$ cat config.mk
export PLATFORM = sky130hd
export DESIGN_NAME = cmg_emit
export DESIGN_NICKNAME = d
export VERILOG_FILES = /design/src/hdl/cmg_pkg.sv /design/src/hdl/cmg_emit.sv
export SDC_FILE = /design/constraint.sdc
export NUM_CORES = 1
export LEC_CHECK = 0
export BUFFER_PORTS_ARGS = -buffer_cell sky130_fd_sc_hd__buf_2
export CORE_MARGIN = 1.5
export CORE_UTILIZATION = 27
export CTS_CLUSTER_SIZE = 24
export DETAILED_ROUTE_END_ITERATION = 8
export HOLD_SLACK_MARGIN = 0.02
export PLACE_DENSITY = 0.55
export SLEW_MARGIN = 20
export SYNTH_ARGS = -nofsm -noshare
export SYNTH_HDL_FRONTEND = slang
export SYNTH_SLANG_ARGS = --single-unit
$ cat constraint.sdc
create_clock -name aclk -period 5.47 [get_ports aclk]
set_input_delay 0.547 -clock aclk [delete_from_list [all_inputs] [get_ports aclk]]
set_output_delay 0.547 -clock aclk [all_outputs]
set_load 0.02 [all_outputs]
$ cat src/hdl/cmg_pkg.sv
// Shared types, widths and constants of the cylinder mesh generator.
package cmg_pkg;

    localparam int RADIUS_W  = 16;
    localparam int HEIGHT_W  = 16;
    localparam int COUNT_W   = 11;
    localparam int INDEX_W   = 10;
    localparam int CFG_IDX_W = 2;
    localparam int CFG_DAT_W = 16;
    localparam int MAX_SEGMENTS_DEF = 1024;

    localparam logic [CFG_IDX_W-1:0] CFG_RADIUS   = 2'd0;
    localparam logic [CFG_IDX_W-1:0] CFG_HEIGHT   = 2'd1;
    localparam logic [CFG_IDX_W-1:0] CFG_SEGMENTS = 2'd2;

    // Divider: 43-bit dividend, 18-bit divisor, 33 quotient bits, one bit per stage.
    localparam int DIV_N_W   = 43;
    localparam int DIV_D_W   = 18;
    localparam int DIV_Q_W   = 33;
    localparam int DIV_LANES = 3;

    localparam int PHASE_W       = 32;
    localparam int CORDIC_STEPS  = 16;
    localparam int CORDIC_W      = 34;
    localparam int ZW            = 32;
    localparam int TRIG_W        = 32;
    localparam int CORDIC_LANES  = 2;
    localparam int TEX_W         = 17;
    localparam int TAG_W         = 2 * TEX_W;
    localparam int POS_W         = 17;
    localparam int NORM_W        = 16;
    localparam int PROD_W        = RADIUS_W + 1 + TRIG_W;

    localparam logic signed [CORDIC_W-1:0] CORDIC_GAIN = 34'sd652032874;

    localparam logic [TEX_W-1:0]         TEX_ONE  = 17'd65536;
    localparam logic [TEX_W-1:0]         TEX_HALF = 17'd32768;
    localparam logic signed [NORM_W-1:0] NORM_ONE = 16'sd16384;

    typedef enum logic [1:0] {SRC_A1, SRC_A2, SRC_CENTER} vsrc_t;
    typedef enum logic [1:0] {NRM_SIDE, NRM_UP, NRM_DOWN} nrm_t;

    typedef struct packed {
        vsrc_t src;
        logic  top;
        nrm_t  nrm;
    } vsel_t;

    typedef struct packed {
        logic signed [POS_W-1:0]  x1;
        logic signed [POS_W-1:0]  z1;
        logic signed [POS_W-1:0]  x2;
        logic signed [POS_W-1:0]  z2;
        logic signed [NORM_W-1:0] nx1;
        logic signed [NORM_W-1:0] nz1;
        logic signed [NORM_W-1:0] nx2;
        logic signed [NORM_W-1:0] nz2;
        logic [TEX_W-1:0]         u1;
        logic [TEX_W-1:0]         u2;
        logic [TEX_W-1:0]         vt;
        logic [TEX_W-1:0]         vb;
    } seg_t;

    // atan(2^-i) in turns scaled by 2^32
    function automatic logic signed [ZW-1:0] atan_turn(input int idx);
        logic signed [ZW-1:0] a;
        case (idx)
            0:  a = 32'sh20000000;
            1:  a = 32'sh12E4051D;
            2:  a = 32'sh09FB385B;
            3:  a = 32'sh051111D4;
            4:  a = 32'sh028B0D43;
            5:  a = 32'sh0145D7E1;
            6:  a = 32'sh00A2F61E;
            7:  a = 32'sh00517C55;
            8:  a = 32'sh0028BE53;
            9:  a = 32'sh00145F2E;
            10: a = 32'sh000A2F98;
            11: a = 32'sh000517CC;
            12: a = 32'sh00028BE6;
            13: a = 32'sh000145F3;
            14: a = 32'sh0000A2F9;
            15: a = 32'sh0000517C;
            default: a = '0;
        endcase
        return a;
    endfunction

    // Which corner data a vertex of the four triangles takes.
    function automatic vsel_t vertex_sel(input logic [1:0] face, input logic [1:0] corner);
        vsel_t s;
        s = '{src: SRC_A1, top: 1'b1, nrm: NRM_SIDE};
        case ({face, corner})
            4'b00_00: s = '{src: SRC_A1,     top: 1'b1, nrm: NRM_SIDE};
            4'b00_01: s = '{src: SRC_A2,     top: 1'b1, nrm: NRM_SIDE};
            4'b00_10: s = '{src: SRC_A1,     top: 1'b0, nrm: NRM_SIDE};
            4'b01_00: s = '{src: SRC_A2,     top: 1'b1, nrm: NRM_SIDE};
            4'b01_01: s = '{src: SRC_A2,     top: 1'b0, nrm: NRM_SIDE};
            4'b01_10: s = '{src: SRC_A1,     top: 1'b0, nrm: NRM_SIDE};
            4'b10_00: s = '{src: SRC_A1,     top: 1'b1, nrm: NRM_UP};
            4'b10_01: s = '{src: SRC_CENTER, top: 1'b1, nrm: NRM_UP};
            4'b10_10: s = '{src: SRC_A2,     top: 1'b1, nrm: NRM_UP};
            4'b11_00: s = '{src: SRC_A2,     top: 1'b0, nrm: NRM_DOWN};
            4'b11_01: s = '{src: SRC_CENTER, top: 1'b0, nrm: NRM_DOWN};
            4'b11_10: s = '{src: SRC_A1,     top: 1'b0, nrm: NRM_DOWN};
            default:  s = '{src: SRC_A1,     top: 1'b1, nrm: NRM_SIDE};
        endcase
        return s;
    endfunction

endpackage

$ cat src/hdl/cmg_emit.sv
// Output sequencer: holds one segment and steps through its twelve vertices.
module cmg_emit import cmg_pkg::*; (
    input  logic                     aclk,
    input  logic                     aresetn,
    input  logic                     in_valid,
    input  seg_t                     in_seg,
    input  logic [HEIGHT_W-2:0]      half,
    output logic                     take,
    output logic                     m_valid,
    input  logic                     m_ready,
    output logic [1:0]               m_face_number,
    output logic [1:0]               m_corner,
    output logic signed [POS_W-1:0]  m_pos_x,
    output logic signed [POS_W-1:0]  m_pos_y,
    output logic signed [POS_W-1:0]  m_pos_z,
    output logic signed [NORM_W-1:0] m_norm_x,
    output logic signed [NORM_W-1:0] m_norm_y,
    output logic signed [NORM_W-1:0] m_norm_z,
    output logic [TEX_W-1:0]         m_tex_u,
    output logic [TEX_W-1:0]         m_tex_v,
    output logic                     m_last_vertex
);

    logic       hold_vld_reg;
    seg_t       seg_reg;
    logic [1:0] face_reg;
    logic [1:0] corner_reg;
    logic       last;
    vsel_t      sel;
    logic signed [POS_W-1:0] half_s;

    assign last = (face_reg == 2'd3) && (corner_reg == 2'd2);
    assign take = !hold_vld_reg || (m_ready && last);

    always_ff @(posedge aclk) begin
        if (!aresetn) begin
            hold_vld_reg <= 1'b0;
            face_reg     <= '0;
            corner_reg   <= '0;
        end else if (take) begin
            hold_vld_reg <= in_valid;
            face_reg     <= '0;
            corner_reg   <= '0;
        end else if (m_ready) begin
            if (corner_reg == 2'd2) begin
                corner_reg <= '0;
                face_reg   <= face_reg + 2'd1;
            end else begin
                corner_reg <= corner_reg + 2'd1;
            end
        end
    end

    always_ff @(posedge aclk) begin
        if (take) begin
            seg_reg <= in_seg;
        end
    end

    assign half_s = $signed({2'b00, half});

    always_comb begin
        sel           = vertex_sel(face_reg, corner_reg);
        m_valid       = hold_vld_reg;
        m_face_number = face_reg;
        m_corner      = corner_reg;
        m_last_vertex = last;
        m_pos_y       = sel.top ? half_s : -half_s;
        case (sel.src)
            SRC_A1: begin
                m_pos_x  = seg_reg.x1;
                m_pos_z  = seg_reg.z1;
                m_norm_x = seg_reg.nx1;
                m_norm_z = seg_reg.nz1;
                m_tex_u  = seg_reg.u1;
                m_tex_v  = sel.top ? seg_reg.vt : seg_reg.vb;
            end
            SRC_A2: begin
                m_pos_x  = seg_reg.x2;
                m_pos_z  = seg_reg.z2;
                m_norm_x = seg_reg.nx2;
                m_norm_z = seg_reg.nz2;
                m_tex_u  = seg_reg.u2;
                m_tex_v  = sel.top ? seg_reg.vt : seg_reg.vb;
            end
            default: begin
                m_pos_x  = '0;
                m_pos_z  = '0;
                m_norm_x = '0;
                m_norm_z = '0;
                m_tex_u  = TEX_HALF;
                m_tex_v  = sel.top ? '0 : TEX_ONE;
            end
        endcase
        case (sel.nrm)
            NRM_UP: begin
                m_norm_x = '0;
                m_norm_y = NORM_ONE;
                m_norm_z = '0;
            end
            NRM_DOWN: begin
                m_norm_x = '0;
                m_norm_y = -NORM_ONE;
                m_norm_z = '0;
            end
            default: begin
                m_norm_y = '0;
            end
        endcase
    end

endmodule

# == After elaboration in Yosys (flattened, before gate mapping) ==
# Memory sizes are Yosys's and may differ from the RTL's.
# Index checks and enable logic that the tools add are counted.
# totals
register_bits,205
romBits,80
input_bits,219
output_inout_bits,140
wordCells,47
n_memories,1
# op_classes
add_sub_neg,3
eq_ne,5
mux,13
n_bitwise,1
reduce_logical,9
# mem_list
name,depth,width,read_ports,rd_ports_with_merged_regs,write_ports,line,source
(no name shown),16,5,1,0,0,cmg_pkg.sv:93,"case ({face, corner})"
# ops
op,count
$pmux W17 S2,3
$pmux W16 S2,3
$mux W17,4
$mux W16,2
$neg A15 Y17,1
$eq A2 B2 Y1 const B,3
$reduce_or A2 Y1,3
$add A2 B1 Y2 const B,2
$eq A2 B1 Y1 const B,2
$logic_and A1 B1 Y1,2
$logic_not A2 Y1,1
$mux W2,1
$reduce_and A2 Y1,1
$logic_not A1 Y1,1
$logic_or A1 B1 Y1,1
$not A1 Y1,1

# == Depth between registers and ports, before layout ==
# Gate-level depths: netlist (run 1).
# logic_depth
word_depth,5
depth_mapped,8
depth_no_buf,6

# == Least setup slack after synthesis (run 1) ==
# Ideal clock, no wire load.
# synth_path
path_kind,register to register
start,"register corner_reg[0], in the netlist m_corner[0]"
end,"register seg_reg[0] (netlist name), enable pin"
setup_ps,1626
arrival_ps,4578
t_required_ps,3844
setup_slack_ps,-734
path_stages_with_launch,6
path_buffers,0
synth_period_minus_slack_ps,6204
cell_sequence,dfxtp_1 > inv_1 > ha_1 > and2_1 > nand2_1 > nand2_1
# synth_via
elab_chain_len,4
# synth_rtl
element,line,source
from (decl),cmg_emit.sv:27,logic [1:0] corner_reg;
from (signal assigned),cmg_emit.sv:49,corner_reg <= corner_reg + 2'd1;
$eq A2 B2 Y1,cmg_emit.sv:32,assign last = (face_reg == 2'd3) && (corner_reg == 2'd2);
$logic_and A1 B1 Y1,cmg_emit.sv:32,
named net m_last_vertex,cmg_emit.sv:21,output logic m_last_vertex
$logic_and A1 B1 Y1,cmg_emit.sv:33,assign take = !hold_vld_reg || (m_ready && last);
$logic_or A1 B1 Y1,cmg_emit.sv:33,
named net take,cmg_emit.sv:8,"output logic take,"
to (signal assigned),cmg_emit.sv:56,seg_reg <= in_seg;
to (decl),cmg_emit.sv:25,seg_t seg_reg;
# The timed path passes the listed nets, and every way through them passes these cells.
# A chain may end at the register's enable or synchronous reset.

# == Worst setup path in the final report (run 1) ==
# layout_path
start,"register corner_reg[1], in the netlist m_corner[1]"
end,output m_tex_u[16]
# layout_via
elab_chain_len,3
word_cells_on_any_way,4
cone_classes,eq/ne: 1; mux: 1; reduce/logical: 1; memory: 1
# layout_rtl
element,line,source
$mem_v2 Z16 W5 *,--,
$eq A2 B1 Y1 / $logic_not A2 Y1 (equally long branches),cmg_emit.sv:69,case (sel.src)
$pmux W17 S2 *,cmg_emit.sv:69,
to (decl),cmg_emit.sv:19,"output logic [TEX_W-1:0] m_tex_u,"
# Mark *: on every way between the ends. The rest lies on a longest branch, timed or not.

==> results.sh, run 1 <==
export IMPL_status="complete, no violations"
export IMPL_crit_path_start_kind="register"
export IMPL_dr_total_vias=5652
export IMPL_viasPerCell=4.39
export IMPL_grt_start_max_net_pins=94
export IMPL_synth_cells=539
export IMPL_power_density_nw_per_um2=347
export IMPL_setup_viol=0
export IMPL_antenna_found_initial=2
export IMPL_cts_buffers=23
export IMPL_routedWlPerCell_um=16.6
export IMPL_relSlewSlack_pct=39.2
export IMPL_start_util_pct=27.4
export IMPL_grt_pass1_vias=5647
export IMPL_power_leakage_nw=4.79
export IMPL_fp_row_count=63
export IMPL_place_area_um2=10300
export IMPL_postCtsSetupBuffers=0
export IMPL_final_common_cell="buf_2"
export IMPL_period_minus_slack_ns=3.67
export IMPL_drc=0
export IMPL_cap_violations=0
export IMPL_r2r_setup_slack_ns=2.85
export IMPL_fmax_mhz=273
export IMPL_clk_path_buf_depth=3
export IMPL_track_usage_pct=13.1
export IMPL_rr_startpoint="m_face_number[1]$_SDFFE_PP0P_"
export IMPL_synth_seq_area_share_pct=75.2
export IMPL_synth_adder_area_share_pct=1.54
export IMPL_rr_endpoint="seg_reg[97]$_DFFE_PP_"
export IMPL_area_growth_pct=35.1
export IMPL_drive_gt1_share_pct=44.4
export IMPL_holdBufCountCts=0
export IMPL_startpoint="m_corner[1]$_SDFFE_PP0P_"
export IMPL_cts_tree="yes"
export IMPL_slew_violations=0
export IMPL_core_um2=29600
export IMPL_path_class="register to output port"
export IMPL_place_congestion=0.790
export IMPL_finalNonFillerCells=1288
export IMPL_num_io_pins=359
export IMPL_io_buffers=344
export IMPL_reg2regPathDepth=5
export IMPL_setup_tns_ns=0
export IMPL_worstMarginPinSlew_ns=0.912
export IMPL_overflow=0
export IMPL_cts_htree_levels=1
export IMPL_clock_latency_ns=0.50
export IMPL_synth_compound_area_share_pct=10.7
export IMPL_largest_reg_flops=200
export IMPL_whs_path_depth=1
export IMPL_yosysWarnings=0
export IMPL_synth_top_family_by_area="compound AO/OA/AOI/OAI gates"
export IMPL_period_share_pct=67.0
export IMPL_syn_area_per_cell_um2=15.1
export IMPL_clk_pin_slew_ns=0.06
export IMPL_die_w_um=176
export IMPL_synth_area_um2=8120
export IMPL_drtPass1Iterations=4
export IMPL_fin_skew_ns=0.0152
export IMPL_hp_class="primary input to register"
export IMPL_dieHeight_um=176
export IMPL_timing_final_hold_violations=0
export IMPL_ir_drop_mv=0.276
export IMPL_multiInputGateArea_um2=1870
export IMPL_synth_mux_area_fraction_pct=0.755
export IMPL_fin_nets=1110
export IMPL_cp_max_fo=29
export IMPL_grt_first_pass_wirelength_um=31100
export IMPL_finalCoreUtilization_pct=37.0
export IMPL_whs_endpoint="seg_reg[29]$_DFFE_PP_"
export IMPL_synth_cell_types=36
export IMPL_ys_seq_elements=205
export IMPL_dpl_hpwl_um=14800
export IMPL_critical_path_arrival_ns=3.12
export IMPL_detail_route_antenna_nets=0
export IMPL_drt_initial_drc_count=159
export IMPL_wl_um=21300
export IMPL_final_cell_mix="buf_2 (344), edfxtp_1 (200), nand2_1 (106)"
export IMPL_seq_area_um2=6110
export IMPL_synth_simple_gate_area_share_pct=7.07
export IMPL_synthXorXnorAreaFrac_pct=1.51
export IMPL_hold_path_startpoint="in_seg[29]"
export IMPL_ctsResizeCount=0
export IMPL_critical_path_required_ns=4.92
export IMPL_cts_sinks=205
export IMPL_die_area_um2=31100
export IMPL_placedCellCount=1246
export IMPL_n_fill_cell=2927
export IMPL_stdcell_area_um2=11000
export IMPL_worst_setup_path_end_kind="output port"
export IMPL_rsz0062_at_grt="no"
export IMPL_cts_root_buf="clkbuf_16"
==> synth_stat cells, drive strengths merged <==
cell / instances / area share (%)
a31oi: 1 / 0.077
and2: 2 / 0.15
buf: 23 / 1.9
o41ai: 1 / 0.11
nor2: 8 / 0.37
nand2b: 1 / 0.077
conb: 1 / 0.046
o22ai: 35 / 2.7
or4: 3 / 0.37
o31ai: 4 / 0.43
mux2: 1 / 0.14
dfxtp: 5 / 1.2
nor3: 3 / 0.25
nor4: 1 / 0.077
edfxtp: 200 / 74
xnor2: 10 / 1.1
o22a: 5 / 0.54
nand3b: 2 / 0.18
clkbuf: 24 / 1.1
a22o: 50 / 5.4
nand4bb: 1 / 0.34
o21ai: 5 / 0.35
nand2: 108 / 5.0
inv: 5 / 0.23
a21oi: 18 / 1.1
nand3: 2 / 0.12
mux2i: 5 / 0.62
ha: 10 / 1.5
or3b: 1 / 0.11
xor2: 4 / 0.43
==> logic make-up after synthesis <==
group	count (synthesis)
compound gates	119
buf+inv	52
mux	6
fa+ha+maj	10
xor+xnor	14
flops	205
other cells	1
simple gates	132
==> power breakdown <==
part | switching [mW] | internal (mW)
logic | 0.274 | 0.166
registers | 0.0342 | 1.87
clock network | 0.599 | 0.864
==> how the worst max path moves through the flow <==
stage	endpoint	slack [ns]	cells past startpoint
floorplan	seg_reg[0]$_DFFE_PP_	1.34	5
global placement	m_norm_x[11]	2.17	5
detailed placement	m_norm_z[11]	2.11	5
CTS	m_norm_z[11]	1.54	5
global route	m_tex_u[5]	1.55	7
finish	m_tex_u[16]	1.80	7
==> area by class of cell <==
cell class | count | share of cell area, %
multi-input combinational | 295 | 17.0
timing repair buffer | 351 | 16.3
sequential | 205 | 55.6
clock inverter | 12 | 1.03
inverter | 5 | 0.171
antenna | 2 | 0.0456
tap | 390 | 4.44
clock buffer | 28 | 5.41
==> per-layer routing <==
layer / global-route usage, % / share of wire, % / vias to the layer above
met5: 0 / 0.066 / -
met4: 4.34 / 2.1 / 2
met3: 4.82 / 9.5 / 34
met2: 22.8 / 50 / 237
met1: 14.7 / 38 / 2670
li1: - / - / 2709
==> per-stage QoR <==
step | setup slack, ns | hold WS (ns) | total power [mW]
after floorplan | 1.34 | 0.630 | 2.20
after global placement | 2.17 | 0.577 | 2.38
after detailed placement | 2.11 | 0.604 | 2.39
after CTS | 1.54 | 0.180 | 3.88
after global routing | 1.55 | 0.183 | 3.97
final | 1.80 | 0.214 | 3.81
==> worst max-delay path: stages (launching register included) <==
cell	delay [ns]
dfxtp_1	0.43
inv_1	0.15
ha_1	0.29
mux2_2	0.32
o22ai_4	0.58
buf_4	0.44
a22o_1	0.21
buf_2	0.17
Power figures use the tool's default switching activity.
==> run 2: changes to the inputs <==
- clock period: 5.47 -> 3 ns (I/O delays scaled with it)
==> run 2 against run 1 <==
Net effect: global-route usage up 1.6 points; register-to-register slack worse by 2.0 ns; combinational power up 140%; hold slack worse by 0.10 ns; count of clock-buffer cells in the layout unchanged; design area up 21%; wire length up 15%; critical path depth unchanged; clock skew up 0.0057 ns; sequential share of layout area down 9.6 points; highest routed layer is now met4.
==> results.sh, run 2 (synthesized netlist as in run 1, its figures left out) <==
export IMPL_ir_drop_mv=0.525
export IMPL_grt_busiest_layer="met2"
export IMPL_gr_usage_met3_pct=4.20
export IMPL_slew_violations=0
export IMPL_place_congestion=0.806
export IMPL_cts_htree_levels=1
export IMPL_fmax_mhz=350
export IMPL_cap_violations=0
export IMPL_seq_area_um2=6110
export IMPL_drtPass1Iterations=4
export IMPL_num_io_pins=359
export IMPL_rsz0062_at_grt="no"
export IMPL_die_area_um2=31100
export IMPL_dr_total_vias=6609
export IMPL_area_growth_pct=63.3
export IMPL_clk_pin_slew_ns=0.05
export IMPL_die_w_um=176
export IMPL_cp_max_fo=21
export IMPL_crit_path_start_kind="register"
export IMPL_path_class="register to output port"
export IMPL_status="complete, no violations"
export IMPL_power_leakage_nw=5.77
export IMPL_met1_usage_pct=16.6
export IMPL_dpl_hpwl_um=14900
export IMPL_r2r_setup_slack_ns=0.83
export IMPL_detail_route_antenna_nets=0
export IMPL_cts_buffers=23
export IMPL_largest_reg_flops=200
export IMPL_place_ws_ns=0.438
export IMPL_critical_path_required_ns=2.70
export IMPL_clk_path_buf_depth=3
export IMPL_setup_tns_ns=0
export IMPL_cts_root_buf="clkbuf_16"
export IMPL_critical_path_arrival_ns=2.56
export IMPL_drc=0
export IMPL_grt_pass1_vias=6830
export IMPL_dieHeight_um=176
export IMPL_hp_class="primary input to register"
export IMPL_relSlewSlack_pct=65.2
export IMPL_viasPerCell=4.39
export IMPL_drive_gt1_share_pct=37.3
export IMPL_cts_sinks=205
export IMPL_io_buffers=344
export IMPL_antenna_found_initial=0
export IMPL_clock_latency_ns=0.53
export IMPL_period_minus_slack_ns=2.86
export IMPL_drt_initial_drc_count=241
export IMPL_timing_final_hold_violations=0
export IMPL_p_total_mw=7.17
export IMPL_final_common_cell="buf_2"
export IMPL_fin_skew_ns=0.0210
export IMPL_period_share_pct=95.3
export IMPL_final_cell_mix="buf_2 (343), dlygate4sd3_1 (202), edfxtp_1 (200)"
export IMPL_multiInputGateArea_um2=1870
export IMPL_finalCoreUtilization_pct=44.7
export IMPL_fp_row_count=63
export IMPL_track_usage_pct=14.7
export IMPL_setup_slack_ns=0.140
export IMPL_worst_setup_path_end_kind="output port"
export IMPL_core_um2=29600
export IMPL_grt_start_max_net_pins=56
export IMPL_fin_nets=1328
export IMPL_antenna_cells=0
export IMPL_power_density_nw_per_um2=541
export IMPL_worstMarginPinSlew_ns=0.522
export IMPL_start_util_pct=27.4
export IMPL_cts_tree="yes"
export IMPL_setup_viol=0
export IMPL_overflow=0
export IMPL_n_fill_cell=2680
export IMPL_routedWlPerCell_um=16.4
export IMPL_wl_um=24600
export IMPL_gr_usage_met2_pct=26.4
export IMPL_grt_first_pass_wirelength_um=35800
-- run 2: cell count changes in the layout (fill, tap and decap cells not counted), sizes merged --
cell and delta:
clkinvlp -1, buf +13, clkbuf +3, inv +1, dlygate4sd3 +202, clkinv +1, bufinv -1, diode -2
-- run 2: final timing paths --
kind | startpoint | end | depth (start not counted)
max | m_corner[0]$_SDFFE_PP0P_ | m_norm_z[15] | 7
min | m_ready | m_face_number[1]$_SDFFE_PP0P_ | 3
max reg2reg | m_corner[0]$_SDFFE_PP0P_ | seg_reg[183]$_DFFE_PP_ | 6
min reg2reg | m_corner[0]$_SDFFE_PP0P_ | m_corner[0]$_SDFFE_PP0P_ | 2
-- run 2: per-stage QoR --
step	cell area [um2]	hold WS, ns	cells
after floorplan	8190	0.399	552
after global placement	10400	0.476	1256
after detailed placement	10400	0.478	1256
after CTS	13100	0.0771	1498
after global routing	13300	0.0989	1504
final	13300	0.111	1504
-- run 2: per-layer routing --
metal  part of all wire [%]  up-vias  routed length (um)
met3                    7.6       38                1870
met4                    2.5        0                 611
met2                     51      297               12700
li1                       -     3138                   -
met5                      0        -                   0
met1                     39     3136                9500
-- run 2: final cells by class --
type	instances	area share [%]
Clock inverter	12	0.755
Multi-Input combinational cell	295	14.1
Sequential cell	205	46.1
Inverter	5	0.142
Tap cell	390	3.68
Clock buffer	28	4.48
Timing Repair Buffer	569	30.8
-- run 2: power by group --
group,internal (mW),switching [mW]
Sequential,3.42,0.0700
Clock,1.50,1.13
Combinational,0.496,0.556
Total,5.41,1.76
-- run 2: what timing repair did --
| action | 4_1_cts | 5_1_grt |
|---|---|---|
| hold buffers | 202 | 0 |
| pin swaps | 1 | 2 |
| gates resized for setup | 3 | 5 |
| endpoints found under the hold margin | 201 | 0 |
| cloned | 0 | 3 |
| buffers inserted | 0 | 3 |
| setup endpoints to repair | 28 | 72 |
-- run 2: critical path, stage by stage, from the launching register on --
cell	delay (ns)
dfxtp_2	0.35
ha_2	0.21
or3b_2	0.48
ha_4	0.36
buf_12	0.17
nand2_1	0.08
o22ai_1	0.19
buf_2	0.20
==> run 3: changes to the inputs <==
- BUFFER_PORTS_ARGS: -buffer_cell sky130_fd_sc_hd__buf_2 -> -buffer_cell sky130_fd_sc_hd__buf_4
==> run 3 against run 2 <==
Net effect: design area increased by 6.4%; hold slack lost 0.037 ns; largest power group unchanged; critical path type unchanged; via count is 1.1% lower; fmax decreased by 0.76%.
==> results.sh, run 3 (synthesized netlist as in run 1, its figures left out) <==
export IMPL_final_cell_mix="buf_4 (353), dlygate4sd3_1 (202), edfxtp_1 (200)"
export IMPL_viasPerCell=4.35
export IMPL_io_buffers=344
export IMPL_crit_path_start_kind="register"
export IMPL_fin_skew_ns=0.0253
export IMPL_p_sw_share_pct=23.6
export IMPL_cpMaxStageDelayCell="or3b_2"
export IMPL_p_comb_share_pct=16.5
export IMPL_fin_nets=1325
export IMPL_grt_first_pass_wirelength_um=37200
export IMPL_cts_htree_levels=1
export IMPL_antenna_cells=0
export IMPL_drc=0
export IMPL_critPathBufInv=2
export IMPL_clk_path_buf_depth=3
export IMPL_cp_max_fo=17
export IMPL_postCtsSetupBuffers=0
export IMPL_clock_latency_ns=0.52
export IMPL_track_usage_pct=15.3
export IMPL_drive_gt1_share_pct=37.6
export IMPL_status="complete, no violations"
export IMPL_rsz0062_at_grt="no"
export IMPL_fp_row_count=63
export IMPL_drt_initial_drc_count=188
export IMPL_n_fill_cell=2608
export IMPL_worst_setup_path_end_kind="output port"
export IMPL_wl_um=24900
export IMPL_cts_root_buf="clkbuf_16"
export IMPL_largest_reg_flops=200
export IMPL_dpl_hpwl_um=15400
export IMPL_dr_total_vias=6537
export IMPL_core_um2=29600
export IMPL_antenna_found_initial=0
export IMPL_cts_buffers=23
export IMPL_die_w_um=176
export IMPL_p_int_mw=5.65
export IMPL_start_util_pct=27.4
export IMPL_setup_tns_ns=0
export IMPL_multiInputGateArea_um2=1910
export IMPL_hp_class="primary input to register"
export IMPL_cap_violations=0
export IMPL_routedWlPerCell_um=16.6
export IMPL_slew_violations=0
export IMPL_num_io_pins=359
export IMPL_period_share_pct=96.1
export IMPL_setup_viol=0
export IMPL_cts_tree="yes"
export IMPL_period_minus_slack_ns=2.88
export IMPL_die_area_um2=31100
export IMPL_critical_path_top_delay_family="adder cells"
export IMPL_ir_drop_mv=0.442
export IMPL_path_class="register to output port"
export IMPL_power_leakage_nw=6.05
export IMPL_slowest_delay_ns=0.47
export IMPL_detail_route_antenna_nets=0
export IMPL_crit_chain="ha_2, or3b_2, ha_4, buf_12, nand2_1, o22ai_1, buf_4"
export IMPL_critical_path_required_ns=2.70
export IMPL_drtPass1Iterations=4
export IMPL_final_common_cell="buf_4"
export IMPL_fin_hold_ws_ns=0.0737
export IMPL_p_clk_share_pct=36.4
export IMPL_p_sw_mw=1.74
export IMPL_seq_area_um2=6110
export IMPL_grt_pass1_vias=6975
export IMPL_overflow=0
export IMPL_area_growth_pct=73.7
export IMPL_power_frac_seq_pct=47.1
export IMPL_critical_path_arrival_ns=2.58
export IMPL_timing_final_hold_violations=0
export IMPL_dieHeight_um=176
export IMPL_fmax_mhz=347
export IMPL_clk_pin_slew_ns=0.06
export IMPL_grt_start_max_net_pins=54
export IMPL_place_congestion=0.765
export IMPL_power_density_nw_per_um2=524
export IMPL_cts_sinks=205
run 3: worst min-delay path, stage by stage:
cell	delay (ns)
buf_4	0.12
mux2i_1	0.07
nor2_1	0.07
run 3: worst paths after layout:
check	start	cells past startpoint	end	slack (ns)
worst max register to register	m_corner[0]$_SDFFE_PP0P_	6	seg_reg[133]$_DFFE_PP_	0.66
worst max-delay path	m_corner[1]$_SDFFE_PP0P_	7	m_norm_x[11]	0.12
worst min-delay path	m_ready	3	m_corner[1]$_SDFFE_PP0P_	0.07
worst min register to register	m_corner[0]$_SDFFE_PP0P_	2	m_corner[0]$_SDFFE_PP0P_	0.59
run 3: stage by stage:
| stage | std cells | total power, mW | area (um2) | utilization [%] | setup WS (ns) |
|---|---|---|---|---|---|
| 6_report | 1502 | 7.39 | 14100 | 47.6 | 0.118 |
| 5_1_grt | 1502 | 7.70 | 14100 | 47.6 | 0.000533 |
| 3_3_place_gp | 1256 | 4.52 | 11200 | 37.9 | 0.443 |
| 4_1_cts | 1500 | 7.48 | 14000 | 47.3 | 0.0202 |
| 2_1_floorplan | 552 | 3.98 | 8190 | - | 0.219 |
| 3_5_place_dp | 1256 | 4.54 | 11200 | 37.9 | 0.415 |
run 3: repair_timing:
action | 4_1_cts | 5_1_grt
gates resized for setup | 8 | 10
setup endpoints to repair | 83 | 107
hold buffers | 202 | 0
hold endpoints to repair | 201 | 0
pin swaps | 0 | 1
cloned | 1 | 2
run 3: power by group through the flow:
stage	registers [mW]	logic (mW)	clock network, mW
3_5_place_dp	3.54	0.993	0
4_1_cts	3.48	1.22	2.78
5_1_grt	3.50	1.30	2.90
2_1_floorplan	3.52	0.460	0
3_3_place_gp	3.54	0.985	0
6_report	3.48	1.22	2.69
run 3: layout make-up:
type | count | share of cell area [%]
Sequential cell | 205 | 43.3
Timing Repair Buffer | 566 | 34.6
Multi-Input combinational cell | 295 | 13.5
Clock buffer | 32 | 4.32
Tap cell | 390 | 3.46
Clock inverter | 9 | 0.700
Inverter | 5 | 0.133
run 3: metal layers:
| layer | vias to the layer above | wire length (um) | GRT usage (%) | share of wire, % |
|---|---|---|---|---|
| met4 | 0 | 554 | 4.45 | 2.2 |
| met1 | 3079 | 9620 | 17.4 | 39 |
| met2 | 275 | 12600 | 27.6 | 51 |
| li1 | 3139 | - | - | - |
| met5 | - | 0 | 0 | 0 |
| met3 | 44 | 2120 | 4.78 | 8.5 |
